[src/rtl/core/dtw_pkg.sv]
// Shared codes and control bundles for the sequence distance block.
`default_nettype none

package dtw_pkg;

    // Item function codes
    localparam logic FUNC_STORE   = 1'b0;
    localparam logic FUNC_COMPUTE = 1'b1;

    // Sequence select codes
    localparam logic SEQ_A = 1'b0;
    localparam logic SEQ_B = 1'b1;

    // Configuration register indexes
    localparam int CFG_IDX_W = 2;
    localparam logic [CFG_IDX_W-1:0] CFG_LEN_A = 2'd0;
    localparam logic [CFG_IDX_W-1:0] CFG_LEN_B = 2'd1;
    localparam logic [CFG_IDX_W-1:0] CFG_DIMS  = 2'd2;

    // Reset value of the dimension count before clamping
    localparam int DIMS_RESET = 39;

    // Commands from the sequencer to the datapath
    typedef struct packed {
        logic store_en;   // write one coefficient from the input transfer
        logic rd_en;      // read one coefficient pair at (i, k) and (j, k)
        logic cell_start; // clear the distance sum and read the saved cost of column j
        logic do_add;     // form up, left and doubled-distance candidates
        logic do_diag;    // form the diagonal candidate
        logic do_pick;    // take the minimum and write the cell cost
        logic sat_clr;    // clear the clip flag at compute start
        logic load_out;   // load the result register
    } cmd_t;

    // Status from the datapath to the sequencer
    typedef struct packed {
        logic dist_busy;  // coefficient pipeline still holds terms
    } status_t;

endpackage

`default_nettype wire

[src/rtl/core/dtw_ctrl.sv]
// Sequencer: configuration registers, grid counters and the cell state machine.
`default_nettype none

module dtw_ctrl #(
    parameter int MAX_FRAMES = 128,
    parameter int MAX_DIMS   = 64,
    localparam int FAW    = (MAX_FRAMES > 1) ? $clog2(MAX_FRAMES) : 1,
    localparam int DW     = (MAX_DIMS > 1) ? $clog2(MAX_DIMS) : 1,
    localparam int LEN_W  = $clog2(MAX_FRAMES + 1),
    localparam int DIMS_W = $clog2(MAX_DIMS + 1),
    localparam int CFG_W  = (LEN_W > DIMS_W) ? LEN_W : DIMS_W
) (
    input  wire logic                              clk,
    input  wire logic                              rst_n,
    input  wire logic                              in_valid,
    output logic                                   in_stall,
    input  wire logic                              func,
    output logic                                   out_valid,
    input  wire logic                              out_stall,
    input  wire logic                              cfg_we,
    input  wire logic [dtw_pkg::CFG_IDX_W-1:0]     cfg_index,
    input  wire logic [CFG_W-1:0]                  cfg_data,
    output dtw_pkg::cmd_t                          cmd,
    input  wire dtw_pkg::status_t                  status,
    output logic [FAW-1:0]                         i_idx,
    output logic [FAW-1:0]                         j_idx,
    output logic [DW-1:0]                          k_idx
);

    localparam int DIMS_INIT = (dtw_pkg::DIMS_RESET > MAX_DIMS) ? MAX_DIMS
                                                                : dtw_pkg::DIMS_RESET;

    localparam logic [2:0] S_IDLE   = 3'd0;
    localparam logic [2:0] S_DIST   = 3'd1;
    localparam logic [2:0] S_WAIT   = 3'd2;
    localparam logic [2:0] S_ADD    = 3'd3;
    localparam logic [2:0] S_DIAG   = 3'd4;
    localparam logic [2:0] S_PICK   = 3'd5;
    localparam logic [2:0] S_FINISH = 3'd6;

    logic [2:0]        state_reg, state_next;
    logic [LEN_W-1:0]  len_a_reg, len_b_reg;
    logic [DIMS_W-1:0] dims_reg;
    logic [FAW-1:0]    i_reg, i_next;
    logic [FAW-1:0]    j_reg, j_next;
    logic [DW-1:0]     k_reg, k_next;
    logic              out_valid_reg, out_valid_next;

    logic [LEN_W-1:0]  cfg_len;
    logic [DIMS_W-1:0] cfg_dims;
    logic [LEN_W-1:0]  len_clamped;
    logic [DIMS_W-1:0] dims_clamped;
    logic              accept;
    logic              out_free;
    logic              last_k, last_i, last_j;

    assign cfg_len  = cfg_data[LEN_W-1:0];
    assign cfg_dims = cfg_data[DIMS_W-1:0];

    // Clamp lengths and dimension count into their working range
    always_comb
    begin
        priority if (cfg_len == '0)
            len_clamped = LEN_W'(1);
        else if (cfg_len > LEN_W'(MAX_FRAMES))
            len_clamped = LEN_W'(MAX_FRAMES);
        else
            len_clamped = cfg_len;

        priority if (cfg_dims == '0)
            dims_clamped = DIMS_W'(1);
        else if (cfg_dims > DIMS_W'(MAX_DIMS))
            dims_clamped = DIMS_W'(MAX_DIMS);
        else
            dims_clamped = cfg_dims;
    end

    // Hold configuration
    always_ff @(posedge clk or negedge rst_n)
    begin
        if (!rst_n)
        begin
            len_a_reg <= LEN_W'(1);
            len_b_reg <= LEN_W'(1);
            dims_reg  <= DIMS_W'(DIMS_INIT);
        end
        else if (cfg_we)
        begin
            if (cfg_index == dtw_pkg::CFG_LEN_A)
                len_a_reg <= len_clamped;
            if (cfg_index == dtw_pkg::CFG_LEN_B)
                len_b_reg <= len_clamped;
            if (cfg_index == dtw_pkg::CFG_DIMS)
                dims_reg <= dims_clamped;
        end
    end

    assign accept   = in_valid && !in_stall;
    assign out_free = !out_valid_reg || !out_stall;
    assign last_k   = ((DIMS_W + 1)'(k_reg) + (DIMS_W + 1)'(1)) == (DIMS_W + 1)'(dims_reg);
    assign last_i   = ((LEN_W + 1)'(i_reg) + (LEN_W + 1)'(1)) == (LEN_W + 1)'(len_a_reg);
    assign last_j   = ((LEN_W + 1)'(j_reg) + (LEN_W + 1)'(1)) == (LEN_W + 1)'(len_b_reg);

    // Step through the grid one cell at a time, one coefficient per cycle while reading a cell
    always_comb
    begin
        state_next     = state_reg;
        i_next         = i_reg;
        j_next         = j_reg;
        k_next         = k_reg;
        out_valid_next = out_valid_reg;
        cmd            = '0;

        if (out_valid_reg && !out_stall)
            out_valid_next = 1'b0;

        unique case (state_reg)
            S_IDLE:
            begin
                if (accept && func == dtw_pkg::FUNC_STORE)
                    cmd.store_en = 1'b1;
                if (accept && func == dtw_pkg::FUNC_COMPUTE)
                begin
                    cmd.sat_clr = 1'b1;
                    i_next      = '0;
                    j_next      = '0;
                    k_next      = '0;
                    state_next  = S_DIST;
                end
            end
            S_DIST:
            begin
                cmd.rd_en      = 1'b1;
                cmd.cell_start = (k_reg == '0);
                if (last_k)
                begin
                    k_next     = '0;
                    state_next = S_WAIT;
                end
                else
                    k_next = k_reg + DW'(1);
            end
            S_WAIT:
            begin
                if (!status.dist_busy)
                    state_next = S_ADD;
            end
            S_ADD:
            begin
                cmd.do_add = 1'b1;
                state_next = S_DIAG;
            end
            S_DIAG:
            begin
                cmd.do_diag = 1'b1;
                state_next  = S_PICK;
            end
            S_PICK:
            begin
                cmd.do_pick = 1'b1;
                if (!last_j)
                begin
                    j_next     = j_reg + FAW'(1);
                    state_next = S_DIST;
                end
                else if (!last_i)
                begin
                    j_next     = '0;
                    i_next     = i_reg + FAW'(1);
                    state_next = S_DIST;
                end
                else
                    state_next = S_FINISH;
            end
            S_FINISH:
            begin
                if (out_free)
                begin
                    cmd.load_out   = 1'b1;
                    out_valid_next = 1'b1;
                    state_next     = S_IDLE;
                end
            end
            default:
            begin
                state_next = S_IDLE;
            end
        endcase
    end

    // Advance state and counters
    always_ff @(posedge clk or negedge rst_n)
    begin
        if (!rst_n)
        begin
            state_reg     <= S_IDLE;
            i_reg         <= '0;
            j_reg         <= '0;
            k_reg         <= '0;
            out_valid_reg <= 1'b0;
        end
        else
        begin
            state_reg     <= state_next;
            i_reg         <= i_next;
            j_reg         <= j_next;
            k_reg         <= k_next;
            out_valid_reg <= out_valid_next;
        end
    end

    assign in_stall  = (state_reg != S_IDLE);
    assign out_valid = out_valid_reg;
    assign i_idx     = i_reg;
    assign j_idx     = j_reg;
    assign k_idx     = k_reg;

    // The result register is only loaded when it is free
    assert property (@(posedge clk) disable iff (!rst_n)
        cmd.load_out |-> (!out_valid_reg || !out_stall))
        else $error("result loaded over a waiting result");

    // A compute transfer starts the first cell
    assert property (@(posedge clk) disable iff (!rst_n)
        (accept && func == dtw_pkg::FUNC_COMPUTE) |=> (state_reg == S_DIST && k_reg == '0))
        else $error("compute did not start the grid");

    // Grid counters stay inside the configured lengths
    assert property (@(posedge clk) disable iff (!rst_n)
        (state_reg == S_DIST) |->
            ((LEN_W + 1)'(i_reg) < (LEN_W + 1)'(len_a_reg)
             && (LEN_W + 1)'(j_reg) < (LEN_W + 1)'(len_b_reg)))
        else $error("grid counter beyond configured length");

    // A result only appears after the last cell
    assert property (@(posedge clk) disable iff (!rst_n)
        $rose(out_valid_reg) |-> ($past(state_reg) == S_FINISH))
        else $error("result raised outside the finish step");

    // The cell arithmetic never starts while distance terms are in flight
    assert property (@(posedge clk) disable iff (!rst_n)
        cmd.do_add |-> !status.dist_busy)
        else $error("cell update with distance pipeline busy");

endmodule

`default_nettype wire

[config.mk]
export PLATFORM = sky130hd
export DESIGN_NAME = dtw_ctrl
export DESIGN_NICKNAME = d
export VERILOG_FILES = /design/src/rtl/core/dtw_pkg.sv /design/src/rtl/core/dtw_ctrl.sv
export SDC_FILE = /design/constraint.sdc
export NUM_CORES = 1
export LEC_CHECK = 0
export ABC_AREA = 1
export BUFFER_PORTS_ARGS = -buffer_cell sky130_fd_sc_hd__buf_2
export CELL_PAD_IN_SITES_DETAIL_PLACEMENT = 1
export CELL_PAD_IN_SITES_GLOBAL_PLACEMENT = 1
export CORE_MARGIN = 2
export CORE_UTILIZATION = 44
export CTS_CLUSTER_DIAMETER = 100
export CTS_CLUSTER_SIZE = 16
export DETAILED_ROUTE_END_ITERATION = 6
export PLACE_DENSITY = 0.95
export SLEW_MARGIN = 0
export SYNTH_ARGS = -nofsm -noshare
export SYNTH_HDL_FRONTEND = slang
export SYNTH_SLANG_ARGS = --single-unit
[constraint.sdc]
create_clock -name clk -period 4.6 [get_ports clk]
set_input_delay 0.92 -clock clk [delete_from_list [all_inputs] [get_ports clk]]
set_output_delay 0.92 -clock clk [all_outputs]
set_load 0.1 [all_outputs]
# Word level (Yosys, flattened, before mapping)
# Cells that the tools add are included.
# totals
reg_bits	47
latch_bits	0
ram_bits	0
mem_bits_ro	0
output_inout_bits	30
word_cells	92
n_memories	0
# op_classes
addsub	6
mul	0
div_mod_pow	0
order_cmp	2
n_eq_ne	18
shift	0
n_mux	34
bitwise	1
n_reduce_logical	23
# op_table
cell	n
7-bit 2-to-1 mux	7
7-bit one-hot mux with 2 select lines	2
3-bit one-hot mux with 7 select lines	1
3-bit 2-to-1 mux	6
7-bit by 1-bit adder with 8-bit output, second input constant	2
8-bit equality test	2
8-bit 2-to-1 mux	2
7-bit by 1-bit adder with 7-bit output, second input constant	2
1-bit 2-to-1 mux	12
6-bit 2-to-1 mux	2
2-bit inequality test, second input constant	6
6-bit one-hot mux with 2 select lines	1
3-bit equality test, second input constant	3
8-bit > comparator, second input constant	1
8-bit zero test	1
2-bit AND reduction	4
4-bit AND reduction	2
6-bit by 1-bit adder with 7-bit output, second input constant	1
7-bit equality test	1
7-bit > comparator, second input constant	1
7-bit zero test	1
6-bit by 1-bit adder with 6-bit output, second input constant	1
3-bit by 2-bit equality test with 1-bit output, second input constant	2
6-bit zero test	1
14 further kinds	20

# Logic depth before layout (Yosys ltp)
# Gate-level depths: netlist (run 1).
# depth
ltp_word	6
depth_mapped	16
mapped_depth_nobuf	16

# Worst setup path after synthesis (run 1)
# OpenSTA, ideal clock, no wires.
# synth_path
path_type	register to output
startpoint	register state_reg[1]
endpoint	output port cmd[5] (netlist name)
t_arrival_ps	5869
required_ps	3680
path_slack_ps	-2189
stages_incl_launch_ff	4
path_buffers	0
path_cell_list	dfrtp_1 > nor3_1 > inv_1 > nor4_1
# synth_lines
item	line	text
start, declared	dtw_ctrl.sv:41	logic [2:0] state_reg, state_next;
start signal, assigned	dtw_ctrl.sv:204	state_reg <= state_next;
end, declared	dtw_ctrl.sv:23	output dtw_pkg::cmd_t cmd,

==> flow_metrics.py, run 1 <==
metrics = {
    "worst_setup_path": {
        "cp.arrival_ns": 1.98,
        "rr_startpoint": "k_idx[0]",
        "worst_r2r_endpoint": "state_reg[0]",
        "cp_max_fo": 6,
        "r2r_cells": 13,
        "cp-startpoint": "state_reg[1]",
        "path_class": "reg -> out",
        "endpoint_kind": "primary output",
        "worstSetupEndpoint": "cmd[5]",
        "worstSetupStartpointType": "register",
        "rrSetupSlack_ns": 2.37,
        "required_ns": 3.68,
    },
    "clocking": {
        "htree_levels": 2,
        "cts-resized-gates": 0,
        "cts-root-buf": "clkbuf_8",
        "post-cts-setup-buffers": 0,
        "ctsHoldBuffers": 0,
        "clkSinkCount": 47,
        "cts_buffers": 5,
        "worstSkewPairLatency_ns": 0.31,
        "cts_tree": "built",
        "clk_path_buf_depth": 2,
        "path_clk_slew_ns": 0.09,
    },
    "routing": {
        "drt_wl_total_um": 8530,
        "via_per_inst": 5.35,
        "drc": 0,
        "drt_iter0_markers": 101,
        "drtAntennaViolNets": 0,
        "wl_per_cell_um": 15.7,
        "drt_pass1_iterations": 4,
        "num_vias": 2906,
    },
    "logic_synthesis": {
        "synth_nets": 437,
        "avgSynthCellArea_sq_um": 7.02,
        "synth_area_leaders": "dfrtp_1 (35%), nand2_1 (18%), inv_1 (7.6%)",
        "synth_edf_count": 0,
        "synth_common_cells": "nand2_1 (138), inv_1 (59), dfrtp_1 (41), nand3_1 (37), nor2_1 (32)",
        "synth.top_cell.area_share": 0.351,
        "yosysSeqAreaShare": 0.405,
        "ys_types": 31,
        "syn_inst": 416,
        "synth_area_sq_mm": 0.00292,
        "async_reset_ff_frac": 1.00,
        "synthFlopType": "dfrtp_1",
        "synth_seq_cells": 47,
        "yosys_warnings": 0,
        "synth.most_common_cell": "nand2_1",
        "yosysTopAreaCell": "dfrtp_1",
    },
    "placement": {
        "dp_hpwl_um": 6430,
        "gp_congestion": 0.887,
        "numPortBuffers": 46,
    },
    "finish": {
        "final_layout_size_suffix_gt1_frac": 0.191,
        "final.fill_count": 882,
        "multi_input_area_sq_mm": 0.00150,
        "final_util": 0.524,
        "regArea_sq_mm": 0.00118,
        "final_nets": 486,
        "n_antenna_cell": 0,
        "area_growth_pct": 14.7,
    },
    "timing": {
        "fmax_mhz": 345,
        "clock_skew_ns": 0.00337,
        "slew_violations": 0,
        "worstMarginPinSlew_ns": 0.748,
        "hold_viol_final": 0,
        "rsz0062_at_grt": "false",
        "tns_ns": 0,
        "period_share": 0.630,
        "relSlewSlack": 0.497,
        "period_minus_slack_ns": 2.90,
        "setup_viol": 0,
    },
    "global_routing": {
        "grt_use_total": 0.254,
        "grt_max_degree": 48,
        "grt_overflow": 0,
        "first_global_vias": 3145,
        "antenna_found_initial": 0,
        "grt_pass1_wl_um": 14800,
    },
    "run_status": {
        "status": "finished, final reports clean",
    },
    "floorplan": {
        "dieArea_sq_mm": 0.00731,
        "std_cell_rows": 29,
        "die_y_um": 85.5,
        "fp.coreArea_sq_mm": 0.00639,
        "num_io_pins": 47,
        "die_x_um": 85.5,
        "start_util": 0.457,
    },
    "power_and_ir_drop": {
        "p_leak_nw": 1.75,
        "ir_worst_vdd_uv": 457,
        "total_power_mw": 1.88,
        "cellPowerDensity_mw_per_mm2": 561,
    },
    "job": {
        "maxCapViolations": 0,
    },
    "worst_hold_path": {
        "hp-class": "reg -> reg",
        "min_path_cells": 2,
    },
}
## placed cells by master (no fill, tap or decap), types with 2 or more instances in the layout
| cell type | count |
|---|---|
| xor2_1 | 6 |
| o21ai_1 | 2 |
| inv_1 | 59 |
| dfstp_2 | 6 |
| dfrtp_1 | 41 |
| inv_2 | 3 |
| buf_2 | 46 |
| nor3_2 | 3 |
| o22ai_1 | 6 |
| nand3b_1 | 5 |
| nor2_1 | 32 |
| nand2_1 | 138 |
| a21oi_1 | 6 |
| nor3_1 | 6 |
| xnor2_1 | 3 |
| nand2_2 | 6 |
| clkbuf_8 | 6 |
| nand4_1 | 6 |
| ha_1 | 4 |
| nor2_4 | 2 |
| o21ai_0 | 23 |
| nand2_4 | 2 |
| nand3_1 | 37 |
| nand3_2 | 3 |
| nor2_2 | 4 |
| nor3_4 | 2 |
## stage by stage
step | instances | setup slack (ns) | instance area [sq um] | hold WS [ns]
floorplan | 416 | 0.388 | 2940 | 0.453
global placement | 535 | 1.98 | 3250 | 0.472
detailed placement | 535 | 1.95 | 3250 | 0.480
CTS | 543 | 1.68 | 3350 | 0.495
global route | 543 | 1.56 | 3350 | 0.519
finish | 543 | 1.70 | 3350 | 0.494
## worst max-delay path: stages, from the launching register on
cell     delay, ns
dfrtp_1       0.48
nor3_2        0.43
inv_1         0.16
nor4_4        0.15
buf_2         0.46
## cell families after synthesis
| group | Yosys count | synth area share |
|---|---|---|
| XOR/XNOR | 9 | 0.0270 |
| AO/OA/AOI/OAI | 38 | 0.0690 |
| AND/OR/NAND/NOR | 250 | 0.393 |
| flip-flops | 47 | 0.405 |
| adder cells (fa/ha/maj) | 4 | 0.0171 |
| buffers and inverters | 68 | 0.0883 |
## worst min-delay path by stage
stage	startpoint	end	slack (ns)
4_1_cts	dims_reg[0]	dims_reg[0]	0.49
3_3_place_gp	dims_reg[0]	dims_reg[0]	0.47
2_1_floorplan	len_b_reg[3]	len_b_reg[3]	0.45
5_1_grt	dims_reg[0]	dims_reg[0]	0.52
3_5_place_dp	dims_reg[0]	dims_reg[0]	0.48
6_report	dims_reg[0]	dims_reg[0]	0.49
## report_power, final
part           internal (mW)  switching (mW)  total (mW)  leakage [nW]
logic                  0.216           0.809        1.03          1.09
registers              0.488          0.0894       0.577         0.608
clock network          0.124           0.152       0.275        0.0484
## per-layer routing
metal | vias to the layer above | global-route usage | routed length, um
li1 | 1408 | - | -
met1 | 1429 | 0.314 | 3670
met2 | 53 | 0.450 | 4430
met3 | 16 | 0.0370 | 256
met4 | 0 | 0.0880 | 168
met5 | - | 0 | 0
## final cells by class
type	count	share of cell area
repair buffers	47	0.0710
clock inverters	1	0.00261
clock buffers	7	0.0258
well taps	77	0.0288
flip-flops and latches	47	0.353
inverters	63	0.0710
multi-input cells	301	0.448
Note: power is estimated with default switching activity, not from simulation.
==> run 2: changes to the inputs <==
ABC_AREA = 0   (was 1)
PLACE_DENSITY = 0.9   (was 0.95)
clock period = 3.01 ns   (was 4.6 ns; I/O delays follow)
==> run 2 against run 1 <==
Against the previous run:
- cell count down 19%
- highest routed layer unchanged
- die area grew 2.3%
- clock-buffer cell count shrank 1
- area after synthesis is 2.4% higher
==> flow_metrics.py, run 2 <==
metrics = {
    "run_status": {
        "status": "finished, final reports clean",
    },
    "worst_setup_path": {
        "crit_path_max_incr_delay_ns": 0.49,
        "cp_max_fo": 9,
        "worstPathCellList": "or3_1 > or2_2 > clkinvlp_4 > buf_2",
        "required_ns": 2.41,
        "endpoint_kind": "primary output",
        "path_class": "reg -> out",
        "cp.arrival_ns": 2.31,
        "worstSetupStartpointType": "register",
        "critPathSlowestCell": "dfrtp_1",
    },
    "clocking": {
        "ctsHoldBuffers": 0,
        "path_clk_slew_ns": 0.09,
        "cts-root-buf": "clkbuf_8",
        "htree_levels": 2,
        "worstSkewPairLatency_ns": 0.30,
        "post-cts-setup-buffers": 0,
        "clkSinkCount": 47,
        "cts-resized-gates": 0,
        "clk_path_buf_depth": 2,
        "cts_tree": "built",
        "cts_buffers": 5,
    },
    "floorplan": {
        "die_x_um": 86.5,
        "std_cell_rows": 30,
        "fp.coreArea_sq_mm": 0.00668,
        "die_y_um": 86.5,
        "num_io_pins": 47,
        "start_util": 0.448,
        "dieArea_sq_mm": 0.00747,
    },
    "timing": {
        "relSlewSlack": 0.543,
        "worstMarginPinSlew_ns": 0.686,
        "fin_ws_ns": 0.101,
        "period_minus_slack_ns": 2.91,
        "slew_violations": 0,
        "fmax_mhz": 344,
        "setup_viol": 0,
        "rsz0062_at_grt": "false",
        "period_share": 0.967,
        "hold_viol_final": 0,
        "clock_skew_ns": 0.00983,
    },
    "logic_synthesis": {
        "yosysSeqAreaShare": 0.396,
        "synth_area_leaders": "dfrtp_1 (34%), xnor2_1 (5.6%), dfstp_2 (5.3%)",
        "synth_common_cells": "dfrtp_1 (41), nand2_1 (36), o21ai_0 (27), xnor2_1 (19), nand3_1 (15)",
        "synth_area_sq_mm": 0.00299,
        "synth_edf_count": 0,
        "synth_nets": 335,
        "synth.top_cell.area_share": 0.343,
        "avgSynthCellArea_sq_um": 9.53,
        "synthFlopType": "dfrtp_1",
        "async_reset_ff_frac": 1.00,
        "synth.most_common_cell": "dfrtp_1",
        "syn_inst": 314,
        "yosysTopAreaCell": "dfrtp_1",
        "yosys_warnings": 0,
        "synth_seq_cells": 47,
        "ys_types": 66,
    },
    "routing": {
        "drtAntennaViolNets": 0,
        "via_per_inst": 5.90,
        "drt_pass1_iterations": 4,
        "drt_iter0_markers": 126,
        "num_vias": 2597,
        "drc": 0,
        "wl_per_cell_um": 18.4,
        "drt_wl_total_um": 8110,
    },
    "global_routing": {
        "grt_use_total": 0.225,
        "grt_max_degree": 29,
        "grt_pass1_wl_um": 13200,
        "antenna_found_initial": 0,
        "first_global_vias": 2632,
        "grt_overflow": 0,
    },
    "finish": {
        "instances_no_fill": 440,
        "final_util": 0.516,
        "n_antenna_cell": 0,
        "final_nets": 380,
        "layout_common_cells": "buf_2 (46), dfrtp_1 (39), nand2_1 (36)",
        "area_growth_pct": 15.3,
        "final_layout_size_suffix_gt1_frac": 0.272,
        "mostFrequentLayoutCell": "buf_2",
    },
    "placement": {
        "numPortBuffers": 46,
        "dp_slack_ns": 0.262,
        "place_inst": 432,
        "dp_hpwl_um": 6090,
        "gp_congestion": 0.785,
    },
    "worst_hold_path": {
        "hp-class": "in -> async",
    },
    "power_and_ir_drop": {
        "cellPowerDensity_mw_per_mm2": 1110,
        "ir_worst_vdd_uv": 764,
        "p_leak_nw": 1.52,
    },
    "job": {
        "maxCapViolations": 0,
    },
}
==> run 2: cell count changes after synthesis, sizes merged, moves of 6 or more <==
cell    change
nand2     -109
inv        -53
nor2       -24
nand3      -23
xnor2      +16
nand2b     +14
a31oi       +8
nor3        -6
o311ai      +6
or3         +6
==> run 2: path summary, 6_finish.rpt <==
check	slack (ns)	endpoint	startpoint	cells past startpoint
max	0.10	cmd[1]	state_reg[1]	4
min	0.33	len_b_reg[7]	rst_n	1
max reg2reg	0.18	i_idx[5]	j_idx[0]	8
min reg2reg	0.49	dims_reg[0]	dims_reg[0]	2
max in group asynchronous	2.05	dims_reg[0]	rst_n	2
min in group clk	0.49	dims_reg[0]	dims_reg[0]	2
==> run 2: cell type report <==
type / count / area (sq um)
clock buffer: 6 / 82.6
clock inverter: 2 / 38.8
fill: 809 / 3230
inverter: 10 / 41.3
multi-input combinational: 245 / 1730
sequential: 47 / 1190
tap: 80 / 100
timing repair buffer: 50 / 273
==> run 2: cells by family after synthesis <==
family	share of synthesized area
mux	0.0251
fa+ha+maj	0.0167
compound gates	0.209
buf+inv	0.0343
flops	0.396
xor+xnor	0.0790
simple gates	0.240
==> run 2: routing by layer <==
layer,vias up,routed length (um),global-route usage
met2,48,4280,0.400
met4,0,26,0.0455
li1,1230,-,-
met1,1317,3520,0.293
met3,2,283,0.0324
met5,-,0,0
==> run 2: through the flow <==
stage / total power [mW] / area, sq um / hold WS (ns) / setup TNS (ns)
CTS: 3.84 / 3450 / 0.335 / 0
finish: 3.82 / 3450 / 0.332 / 0
detailed placement: 3.31 / 3330 / 0.483 / 0
global route: 4.02 / 3450 / 0.355 / 0
floorplan: 2.89 / 3020 / 0.306 / -0.414
global placement: 3.22 / 3330 / 0.474 / 0
==> run 2: where the power goes <==
| part | internal, mW | total [mW] | switching, mW |
|---|---|---|---|
| Combinational | 0.570 | 2.18 | 1.61 |
| Clock | 0.273 | 0.501 | 0.228 |
| Sequential | 0.811 | 1.14 | 0.326 |
==> run 2: critical path: cells and delay by family, from the launching register on <==
kind	cells	cell delay, ns
buffers and inverters	2	0.58
AND/OR/NAND/NOR	2	0.93
flip-flops	1	0.49
==> run 3: changes to the inputs <==
ABC_AREA = 1   (was 0)
CORE_UTILIZATION = 40   (was 44)
PLACE_DENSITY = 0.89   (was 0.9)
==> run 3 against run 2 <==
Against the previous run:
- fmax grew 18%
- utilization shrank 4.0 points
- sequential share of layout area increased by 0.23 points
- non-clock buffer count is 2 lower
- die area up 7.0%
- sequential power down 22%
- setup slack better by 0.45 ns
- clock skew fell by 0.0026 ns
- critical path depth unchanged
- critical path type unchanged
- largest power group unchanged
==> flow_metrics.py, run 3 (same netlist as run 1, synthesis figures left out) <==
metrics = {
    "job": {
        "maxCapViolations": 0,
    },
    "floorplan": {
        "start_util": 0.407,
        "die_y_um": 89.4,
        "std_cell_rows": 31,
        "die_x_um": 89.4,
        "dieArea_sq_mm": 0.00800,
        "fp.coreArea_sq_mm": 0.00718,
        "num_io_pins": 47,
    },
    "timing": {
        "period_minus_slack_ns": 2.46,
        "tns_ns": 0,
        "slew_violations": 0,
        "hold_viol_final": 0,
        "rsz0062_at_grt": "false",
        "worstMarginPinSlew_ns": 0.697,
        "clock_skew_ns": 0.00726,
        "setup_viol": 0,
        "relSlewSlack": 0.532,
        "fmax_mhz": 407,
        "fin_ws_ns": 0.550,
        "period_share": 0.817,
    },
    "finish": {
        "final_nets": 487,
        "area_growth_pct": 17.1,
        "final.fill_count": 980,
        "final_util": 0.476,
        "fin_area_sq_mm": 0.00342,
        "final_layout_size_suffix_gt1_frac": 0.197,
        "layout_common_cells": "nand2_1 (138), inv_1 (59), buf_2 (46)",
        "n_antenna_cell": 0,
        "mostFrequentLayoutCell": "nand2_1",
        "instances_no_fill": 566,
    },
    "worst_hold_path": {
        "hp-class": "in -> async",
    },
    "placement": {
        "dp_hpwl_um": 6600,
        "numPortBuffers": 46,
        "place_inst": 558,
        "dpl-instance-area_sq_mm": 0.00332,
        "gp_congestion": 0.874,
        "dp_slack_ns": 0.812,
    },
    "global_routing": {
        "grt_pass1_wl_um": 13800,
        "grt_use_total": 0.226,
        "antenna_found_initial": 0,
        "grt_overflow": 0,
        "first_global_vias": 2908,
        "grt_max_degree": 27,
    },
    "routing": {
        "drtAntennaViolNets": 0,
        "drt_wl_total_um": 8400,
        "via_per_inst": 5.07,
        "wl_per_cell_um": 14.8,
        "num_vias": 2872,
        "drt_iter0_markers": 140,
        "drc": 0,
        "drt_pass1_iterations": 4,
    },
    "worst_setup_path": {
        "cp_num_buf_inv": 2,
        "path_class": "reg -> out",
        "worstSetupStartpointType": "register",
        "worstPathCellList": "nor3_1 > inv_1 > nor3_4 > buf_2",
        "endpoint_kind": "primary output",
        "crit_path_max_incr_delay_ns": 0.50,
        "cp-startpoint": "state_reg[1]",
        "required_ns": 2.41,
        "cp_max_fo": 6,
        "cpLargestDelayFamily": "buffers and inverters",
        "critPathSlowestCell": "dfrtp_1",
        "rr_startpoint": "j_idx[0]",
        "cp.arrival_ns": 1.86,
    },
    "clocking": {
        "path_clk_slew_ns": 0.09,
        "clkSinkCount": 47,
        "ctsHoldBuffers": 0,
        "htree_levels": 2,
        "worstSkewPairLatency_ns": 0.31,
        "post-cts-setup-buffers": 0,
        "cts_tree": "built",
        "cts_buffers": 5,
        "cts-root-buf": "clkbuf_8",
        "cts-resized-gates": 0,
        "clk_path_buf_depth": 2,
    },
    "run_status": {
        "status": "finished, final reports clean",
    },
    "power_and_ir_drop": {
        "p_leak_nw": 1.76,
        "cellPowerDensity_mw_per_mm2": 847,
        "ir_worst_vdd_uv": 758,
    },
}
run 3: power by group:
part	internal, mW	switching (mW)
Combinational	0.342	1.23
Clock	0.210	0.225
Sequential	0.746	0.140
run 3: stage by stage:
stage	hold WS (ns)	total power [mW]
4_1_cts	0.315	2.92
6_report	0.293	2.89
3_5_place_dp	0.474	2.47
2_1_floorplan	0.306	2.14
3_3_place_gp	0.470	2.42
5_1_grt	0.333	3.08
run 3: routing by layer:
metal  track usage  wire, um
met2         0.405      4440
met5             0         0
met4        0.0719       130
met1         0.277      3620
met3        0.0342       203
run 3: worst paths after layout:
check / slack (ns) / cells after the start / to
max: 0.55 / 4 / cmd[1]
min: 0.29 / 1 / j_idx[1]
max reg2reg: 0.80 / 15 / j_idx[0]
min reg2reg: 0.49 / 2 / dims_reg[0]
max in group asynchronous: 1.91 / 2 / dims_reg[2]
min in group clk: 0.49 / 2 / dims_reg[0]
run 3: final cells by class:
class | instances | area [sq um] | share of cell area
clock buffers | 8 | 100 | 0.0293
inverters | 63 | 238 | 0.0695
multi-input cells | 301 | 1530 | 0.447
flip-flops and latches | 47 | 1180 | 0.346
well taps | 99 | 124 | 0.0362
repair buffers | 48 | 245 | 0.0717
run 3: worst register-to-register path, stage by stage, from the launching register on:
cell      delay, ns
dfrtp_1        0.45
ha_1           0.28
nand2_1        0.12
clkinv_2       0.10
nor2_1         0.17
nand2_1        0.10
nand2_1        0.08
nor2_1         0.05
nand2_1        0.06
nor2_1         0.05
nand2_2        0.08
nor2_4         0.05
nand2_1        0.11
nand3_2        0.20
nand2_1        0.14
nand2_1        0.06
